===== config.mk =====
export PLATFORM = sky130hd
export DESIGN_NAME = clipped_sprite_alpha_blender_unit
export DESIGN_NICKNAME = d
export VERILOG_FILES = /design/src/sv/csab_pkg.sv /design/src/sv/csab_addr.sv /design/src/sv/csab_mix.sv /design/src/sv/clipped_sprite_alpha_blender_unit.sv
export SDC_FILE = /design/constraint.sdc
export NUM_CORES = 2
export LEC_CHECK = 0
export BUFFER_PORTS_ARGS = -buffer_cell sky130_fd_sc_hd__buf_2
export CORE_UTILIZATION = 65
export CTS_CLUSTER_SIZE = 8
export DETAILED_ROUTE_END_ITERATION = 16
export PLACE_DENSITY_LB_ADDON = 0.08
export SYNTH_ARGS = -nofsm -noshare
export SYNTH_HDL_FRONTEND = slang
export SYNTH_SLANG_ARGS = --single-unit

===== constraint.sdc =====
create_clock -name clock -period 10.6 [get_ports clock]
set_input_delay 2.12 -clock clock [delete_from_list [all_inputs] [get_ports clock]]
set_output_delay 2.12 -clock clock [all_outputs]
set_load 0.005 [all_outputs]

===== src/sv/csab_pkg.sv =====
`default_nettype none
package csab_pkg;

   localparam int SCREEN_DIM_MAX = 4096;
   localparam int DIM_W          = $clog2(SCREEN_DIM_MAX) + 1;
   localparam int COORD_W        = $clog2(SCREEN_DIM_MAX);
   localparam int PROD_W         = COORD_W + DIM_W;
   localparam int ADDR_W         = 24;
   localparam int CHAN_W         = 8;
   localparam int NUM_CHAN       = 3;
   localparam int PIX_W          = CHAN_W * NUM_CHAN;
   localparam int ARGB_W         = 32;

   typedef enum logic [2:0] {
      REG_LAYER_ENABLE  = 3'd0,
      REG_SPRITE_LEFT   = 3'd1,
      REG_SPRITE_TOP    = 3'd2,
      REG_SPRITE_WIDTH  = 3'd3,
      REG_SPRITE_HEIGHT = 3'd4,
      REG_SCREEN_WIDTH  = 3'd5,
      REG_SCREEN_HEIGHT = 3'd6
   } csab_reg_type;

   // Load enables for the second and third pipeline stages.
   typedef struct packed {
      logic en2;
      logic en3;
   } csab_adv_type;

   typedef struct packed {
      logic [COORD_W-1:0] tx;
      logic [COORD_W-1:0] ty;
      logic [DIM_W-1:0]   stride;
   } csab_coord_type;

   typedef struct packed {
      logic [ARGB_W-1:0] src;
      logic [PIX_W-1:0]  dst;
   } csab_colour_type;

endpackage
`default_nettype wire


===== src/sv/csab_addr.sv =====
`default_nettype none
module csab_addr
   import csab_pkg::*;
(
   input  wire logic           clock,
   input  csab_adv_type        adv,
   input  csab_coord_type      coord,
   output logic [ADDR_W-1:0]   target_address
);

   logic [PROD_W-1:0]  prod_ff, prod_in;
   logic [COORD_W-1:0] tx_ff;
   logic [ADDR_W-1:0]  addr_ff, addr_in;

   // Row times stride here, column added a stage later.
   assign prod_in = PROD_W'(coord.ty * coord.stride);
   assign addr_in = ADDR_W'(prod_ff + PROD_W'(tx_ff));

   always_ff @(posedge clock) begin
      if (adv.en2) begin
         prod_ff <= prod_in;
         tx_ff   <= coord.tx;
      end
      if (adv.en3) begin
         addr_ff <= addr_in;
      end
   end

   assign target_address = addr_ff;

endmodule
`default_nettype wire


===== src/sv/csab_mix.sv =====
`default_nettype none
module csab_mix
   import csab_pkg::*;
(
   input  wire logic          clock,
   input  csab_adv_type       adv,
   input  csab_colour_type    colour,
   output logic [PIX_W-1:0]   blended_pixel
);

   localparam int DPROD_W = 2 * CHAN_W + 1;
   localparam int SPROD_W = 2 * CHAN_W;

   logic [CHAN_W-1:0]  alpha;
   logic [CHAN_W:0]    inv_alpha;
   logic               opaque_ff, opaque_in;
   logic [PIX_W-1:0]   copy_ff;
   logic [DPROD_W-1:0] pd_ff [NUM_CHAN];
   logic [DPROD_W-1:0] pd_in [NUM_CHAN];
   logic [SPROD_W-1:0] ps_ff [NUM_CHAN];
   logic [SPROD_W-1:0] ps_in [NUM_CHAN];
   logic [PIX_W-1:0]   mix_in;
   logic [PIX_W-1:0]   pix_ff, pix_in;

   assign alpha     = colour.src[ARGB_W-1 -: CHAN_W];
   assign inv_alpha = (CHAN_W+1)'(1 << CHAN_W) - {1'b0, alpha};
   assign opaque_in = (alpha == {CHAN_W{1'b1}});

   for (genvar c = 0; c < NUM_CHAN; c++) begin : g_chan
      logic [DPROD_W-1:0] sum;
      assign pd_in[c] = DPROD_W'(colour.dst[c*CHAN_W +: CHAN_W] * inv_alpha);
      assign ps_in[c] = SPROD_W'(colour.src[c*CHAN_W +: CHAN_W] * alpha);
      // Below full opacity the sum stays under 2^16, so take bits 15:8.
      assign sum = pd_ff[c] + DPROD_W'(ps_ff[c]);
      assign mix_in[c*CHAN_W +: CHAN_W] = sum[2*CHAN_W-1:CHAN_W];

      always_ff @(posedge clock) begin
         if (adv.en2) begin
            pd_ff[c] <= pd_in[c];
            ps_ff[c] <= ps_in[c];
         end
      end
   end

   assign pix_in = opaque_ff ? copy_ff : mix_in;

   always_ff @(posedge clock) begin
      if (adv.en2) begin
         opaque_ff <= opaque_in;
         copy_ff   <= colour.src[PIX_W-1:0];
      end
      if (adv.en3) begin
         pix_ff <= pix_in;
      end
   end

   assign blended_pixel = pix_ff;

endmodule
`default_nettype wire


===== src/sv/clipped_sprite_alpha_blender_unit.sv =====
`default_nettype none
// Sprite blitter back end: every accepted transaction carries one ARGB sprite
// pixel, its column and row inside the sprite and the back-buffer pixel at its
// target. Pixels outside the sprite, off screen, with alpha 0 or sent while
// the layer is disabled are dropped at the input; the rest leave through the
// three register stages (clip and capture, multiply, sum and select), the last
// of which is the output register, with the screen address (row times screen
// width plus column) and the blended RGB value. One transaction is taken every
// cycle unless the output is held off by rsp_tready. Registers sit at
// byte addresses 0x00 to 0x18 and must only be written while the pipeline is
// empty. Sizes above 256 (sprite) or 4096 (screen) act as those limits.
module clipped_sprite_alpha_blender_unit
   import csab_pkg::*;
(
   input  wire logic        clock,
   input  wire logic        reset,
   input  wire logic        req_tvalid,
   output logic             req_tready,
   // source_pixel[31:0], backdrop_pixel[63:32], sprite_column[71:64],
   // sprite_row[79:72]
   input  wire logic [79:0] req_tdata,
   output logic             rsp_tvalid,
   input  wire logic        rsp_tready,
   // target_address[23:0], blended_pixel[47:24]
   output logic [47:0]      rsp_tdata,
   input  wire logic        csr_psel,
   input  wire logic        csr_penable,
   input  wire logic        csr_pwrite,
   input  wire logic [4:0]  csr_paddr,
   input  wire logic [31:0] csr_pwdata,
   output logic [31:0]      csr_prdata,
   output logic             csr_pready
);

   logic              layer_enable_ff;
   logic [12:0]       sprite_left_ff;
   logic [12:0]       sprite_top_ff;
   logic [8:0]        sprite_width_ff;
   logic [8:0]        sprite_height_ff;
   logic [DIM_W-1:0]  screen_width_ff;
   logic [DIM_W-1:0]  screen_height_ff;
   csab_reg_type      reg_sel;
   logic              cfg_write;

   logic [ARGB_W-1:0] src;
   logic [ARGB_W-1:0] dst;
   logic [7:0]        col;
   logic [7:0]        row;
   logic [DIM_W-1:0]  stride_w;
   logic [DIM_W-1:0]  limit_h;
   logic [13:0]       tx_full;
   logic [13:0]       ty_full;
   logic              keep;

   logic              v1_ff, v1_in;
   logic              v2_ff, v2_in;
   logic              v3_ff, v3_in;
   logic              s1_ready, s2_ready, s3_ready;
   csab_coord_type    coord_ff, coord_in;
   csab_colour_type   colour_ff, colour_in;
   csab_adv_type      adv;
   logic [ADDR_W-1:0] target_address;
   logic [PIX_W-1:0]  blended_pixel;

   // Configuration port
   assign csr_pready = 1'b1;
   assign reg_sel    = csab_reg_type'(csr_paddr[4:2]);
   assign cfg_write  = csr_psel & csr_penable & csr_pwrite & csr_pready;

   always_ff @(posedge clock) begin
      if (reset) begin
         layer_enable_ff  <= 1'b0;
         sprite_left_ff   <= '0;
         sprite_top_ff    <= '0;
         sprite_width_ff  <= '0;
         sprite_height_ff <= '0;
         screen_width_ff  <= '0;
         screen_height_ff <= '0;
      end else if (cfg_write) begin
         case (reg_sel)
            REG_LAYER_ENABLE:  layer_enable_ff  <= csr_pwdata[0];
            REG_SPRITE_LEFT:   sprite_left_ff   <= csr_pwdata[12:0];
            REG_SPRITE_TOP:    sprite_top_ff    <= csr_pwdata[12:0];
            REG_SPRITE_WIDTH:  sprite_width_ff  <= csr_pwdata[8:0];
            REG_SPRITE_HEIGHT: sprite_height_ff <= csr_pwdata[8:0];
            REG_SCREEN_WIDTH:  screen_width_ff  <= csr_pwdata[DIM_W-1:0];
            REG_SCREEN_HEIGHT: screen_height_ff <= csr_pwdata[DIM_W-1:0];
            default: ;
         endcase
      end
   end

   always_comb begin
      case (reg_sel)
         REG_LAYER_ENABLE:  csr_prdata = {31'd0, layer_enable_ff};
         REG_SPRITE_LEFT:   csr_prdata = {19'd0, sprite_left_ff};
         REG_SPRITE_TOP:    csr_prdata = {19'd0, sprite_top_ff};
         REG_SPRITE_WIDTH:  csr_prdata = {23'd0, sprite_width_ff};
         REG_SPRITE_HEIGHT: csr_prdata = {23'd0, sprite_height_ff};
         REG_SCREEN_WIDTH:  csr_prdata = 32'(screen_width_ff);
         REG_SCREEN_HEIGHT: csr_prdata = 32'(screen_height_ff);
         default:           csr_prdata = 32'd0;
      endcase
   end

   // Clip at the input
   assign src = req_tdata[31:0];
   assign dst = req_tdata[63:32];
   assign col = req_tdata[71:64];
   assign row = req_tdata[79:72];

   assign stride_w = (screen_width_ff > DIM_W'(SCREEN_DIM_MAX)) ?
                     DIM_W'(SCREEN_DIM_MAX) : screen_width_ff;
   assign limit_h  = (screen_height_ff > DIM_W'(SCREEN_DIM_MAX)) ?
                     DIM_W'(SCREEN_DIM_MAX) : screen_height_ff;

   assign tx_full = {sprite_left_ff[12], sprite_left_ff} + {6'd0, col};
   assign ty_full = {sprite_top_ff[12], sprite_top_ff} + {6'd0, row};

   // Any sprite size of 256 or more covers every 8-bit column and row.
   assign keep = layer_enable_ff
               & ({1'b0, col} < sprite_width_ff)
               & ({1'b0, row} < sprite_height_ff)
               & ~tx_full[13] & ~ty_full[13]
               & (tx_full[12:0] < stride_w)
               & (ty_full[12:0] < limit_h)
               & (src[ARGB_W-1 -: CHAN_W] != '0);

   assign coord_in.tx      = tx_full[COORD_W-1:0];
   assign coord_in.ty      = ty_full[COORD_W-1:0];
   assign coord_in.stride  = stride_w;
   assign colour_in.src    = src;
   assign colour_in.dst    = dst[PIX_W-1:0];

   // Pipeline control: each stage may load when empty or when it drains.
   assign s3_ready = ~v3_ff | rsp_tready;
   assign s2_ready = ~v2_ff | s3_ready;
   assign s1_ready = ~v1_ff | s2_ready;

   assign v1_in = s1_ready ? (req_tvalid & keep) : v1_ff;
   assign v2_in = s2_ready ? v1_ff : v2_ff;
   assign v3_in = s3_ready ? v2_ff : v3_ff;

   assign adv.en2 = s2_ready;
   assign adv.en3 = s3_ready;

   always_ff @(posedge clock) begin
      if (reset) begin
         v1_ff <= 1'b0;
         v2_ff <= 1'b0;
         v3_ff <= 1'b0;
      end else begin
         v1_ff <= v1_in;
         v2_ff <= v2_in;
         v3_ff <= v3_in;
      end
   end

   always_ff @(posedge clock) begin
      if (s1_ready) begin
         coord_ff  <= coord_in;
         colour_ff <= colour_in;
      end
   end

   csab_addr u_addr (
      .clock          (clock),
      .adv            (adv),
      .coord          (coord_ff),
      .target_address (target_address)
   );

   csab_mix u_mix (
      .clock         (clock),
      .adv           (adv),
      .colour        (colour_ff),
      .blended_pixel (blended_pixel)
   );

   assign req_tready = s1_ready;
   assign rsp_tvalid = v3_ff;
   assign rsp_tdata  = {blended_pixel, target_address};

endmodule
`default_nettype wire


==> metrics.csv <==
stage,metric,value,unit
sta,fmax,157,MHz
routing,via_count,23800,
synthesis,synth_seq_cells,372,
worst_setup_path,critPathLaunchType,flip-flop,
synthesis,synth_top_area_cell,edfxtp_1,
routing,drcViolationCount,0,
finish,fin_nets,4315,
die,coreArea,51400,um2
clock_tree,numCtsBuffers,53,
synthesis,synthArstFlopShare,0,%
routing,routed_wl,76.4,mm
synthesis,ys_seq_area_share,30.8,%
clock_tree,cts_max_level,2,
clock_tree,cts_num_sinks,372,
global_routing,gr-total-overflow,0,
worst_setup_path,path_common_cell,fa_1,
finish,fin_cells,4172,
die,fp.dieH,230,um
synthesis,syn_avg_cell_area,10.2,um2
sta,hold_ws,420,ps
global_routing,grt_pass1_vias,25800,
synthesis,yosysWarnings,0,
die,dieArea,53100,um2
global_routing,antenna_found_initial,0,
sta,tightest_slew,1120,ps
worst_setup_path,ff2ff_path_depth,18,
routing,ant_nets,0,
power_and_ir_drop,p_total,6.50,mW
power_and_ir_drop,p_per_area,177,nW/um2
sta,setup_violations,0,
clock_tree,root_buffer,clkbuf_16,
synthesis,syn_area,33900,um2
placement,place_area,35300,um2
synthesis,synth_top_area_share,26.4,%
synthesis,netlist_instances,3340,
sta,slew_headroom,25.1,%
worst_setup_path,r2r_end,u_mix.pd_ff[0][49],
routing,first_pass_iters,7,
worst_setup_path,endpoint,u_mix.pd_ff[0][49],
global_routing,grtUsageTotal,30.2,%
placement,placed_cells,4090,
finish,final_core_util,71.6,%
worst_setup_path,crit_start,colour_ff[48],
synthesis,synth_area_leaders,"edfxtp_1 (26%), fa_1 (20%), ha_1 (14%), inv_1 (5.5%), and2_1 (5.4%)",
synthesis,ys_types,72,
sta,setup_tns,0,ps
finish,stdcell_area,36800,um2
die,io_pins,207,
status,status,"finished, final reports clean",
clock_tree,cts_hold_buffers,0,
global_routing,grt_max_degree,75,
global_routing,grt_pass1_wl,127,mm
finish,n_antenna_cell,0,
routing,drt_iter0_drc,1369,
die,core.rowCount,83,
run,cap_violations,0,
placement,place_hpwl,58.1,mm
routing,vias_per_cell,5.70,
worst_setup_path,reg2reg_slack,4220,ps
clock_tree,clockBufferDepth,3,
clock_tree,post_cts_resized,0,
worst_setup_path,max_stage_delay,740,ps
power_and_ir_drop,power.leakage,17.6,nW
sta,fin_crit_sh,60.2,%
sta,rsz0062_at_grt,false,
placement,numPortBuffers,157,
die,dieWidth,230,um
clock_tree,cts_tree,yes,
sta,slew_viol_final,0,
finish,syn_to_final_growth,8.48,%
worst_setup_path,critPathKind,flip-flop to flip-flop,
worst_setup_path,worstPathRequired,10950,ps
die,start_util,66.0,%
worst_setup_path,critPathArrivalTime,6730,ps
clock_tree,cts_setup_buffers,0,
placement,pre_cts_ws,4240,ps
worst_setup_path,cp_cell_sequence,"buf_4, inv_1, ha_1, nand2_1, or3_1, xor2_1, buf_4, and2_1, fa_1, fa_1, fa_1, fa_1, ha_1, a21o_1, a31o_2, and4_1, o31a_1, xnor2_1",
routing,routedWlPerCell,18.3,um
sta,setup_slack,4220,ps
sta,fin_crit,6380,ps
placement,gp_congestion,0.907,
worst_setup_path,end_kind,flip-flop,
worst_setup_path,regToRegStartpoint,colour_ff[48],
worst_setup_path,slowest_stage,xor2_1,
synthesis,synth_edf_count,298,
worst_hold_path,min_path_type,flip-flop to flip-flop,
power_and_ir_drop,ir_worst_vdd,0.158,mV
finish,drive_gt1_share,8.16,%
sta,clock-skew-final,56.9,ps
worst_setup_path,critPathMaxFanout,51,
clock_tree,path_clk_slew,50,ps
clock_tree,clk_latency,630,ps
synthesis,synthFlopType,edfxtp_1,
sta,hold_violations,0,
layout by cell type, fill, tap and decap left out, types with 111 or more instances in the layout:
cell      Yosys  routed
nor2_1      111     111
nand2_1     458     457
and2_1      291     291
edfxtp_1    298     298
ha_1        383     383
inv_1       501     500
fa_1        343     343
a21oi_1     146     146
xnor2_1     114     113
buf_2         2     157
area by class of cell:
cell class / count / area, um2
Multi-Input combinational cell: 2357 / 21100
Fill cell: 3773 / 14600
Sequential cell: 372 / 10400
Inverter: 501 / 1880
Clock buffer: 78 / 1440
Timing Repair Buffer: 180 / 958
Tap cell: 680 / 851
Clock inverter: 4 / 85.1
report_power, final:
| group | switching [mW] | internal, mW |
|---|---|---|
| clock | 0.649 | 0.930 |
| sequential | 0.134 | 1.99 |
| combinational | 1.56 | 1.25 |
worst min-delay path by stage:
stage	endpoint	slack [ps]	from	cells past startpoint
finish	u_addr.tx_ff[6]	420	coord_ff[31]	0
global route	u_addr.tx_ff[6]	420	coord_ff[31]	0
CTS	u_addr.tx_ff[1]	420	coord_ff[26]	0
detailed placement	u_addr.tx_ff[9]	410	coord_ff[34]	0
global placement	u_addr.tx_ff[9]	400	coord_ff[34]	0
floorplan	u_addr.tx_ff[0]	400	coord_ff[25]	0
routing by layer:
layer  global-route usage [%]  vias to the layer above  wire length, um
li1                         -                    11100                -
met1                     34.7                    11700            29100
met2                     55.0                      754            39400
met3                     4.21                      211             4060
met4                     15.0                        0             3780
met5                        0                        -                0
Yosys cell counts, types with 6 or more instances:
cell type and count:
xor2_1 52, nand4_1 8, nor2b_1 25, a31oi_1 8, clkbuf_1 99, nor2_1 111, nand2b_1 13, xnor2_1 114
nand3_1 35, inv_1 501, o21bai_1 17, and2_1 291, a221oi_1 10, a22oi_1 8, edfxtp_1 298, or2_2 7
a21oi_1 146, nor3_1 35, nor4_1 6, nand2_1 458, and3_1 11, buf_1 7, buf_4 20, a31o_2 6
o21ai_0 37, o211ai_1 12, mux2_2 10, a21o_1 38, fa_1 343, dfxtp_1 74, mux2i_1 40, a211oi_1 8
o31ai_1 9, ha_1 383, or3_1 7, o21a_1 21, o21ai_1 7
sequential cells by signal, summed over array words and instances (netlist names), 9 cells and up:
signal and flops:
u_addr.tx_ff 12, u_addr.target_address 24, u_mix.ps_ff 48, sprite_height_ff 9
u_mix.pd_ff 48, u_mix.copy_ff 24, u_mix.blended_pixel 24, coord_ff 37
u_addr.prod_ff 24, sprite_left_ff 13, sprite_width_ff 9, screen_height_ff 13
colour_ff 56, screen_width_ff 13, sprite_top_ff 13
critical path: cells and delay by family, from the launching register on:
| kind | cells | cell delay (ps) |
|---|---|---|
| DFF | 1 | 360 |
| buffers and inverters | 3 | 850 |
| and+or+nand+nor | 4 | 830 |
| adders and majority gates | 6 | 2480 |
| xor gates and xnor gates | 2 | 890 |
| AOI/OAI and AO/OA | 3 | 690 |
cells by family after synthesis:
logic type | after synthesis | synth area share, %
simple gates | 1026 | 14.6
fa+ha+maj | 726 | 34.4
buf+inv | 629 | 7.19
flops | 372 | 30.8
compound gates | 368 | 7.14
xor+xnor | 166 | 4.29
mux | 51 | 1.58
other cells | 2 | 0.0221
(Power assumes the default switching activity.)
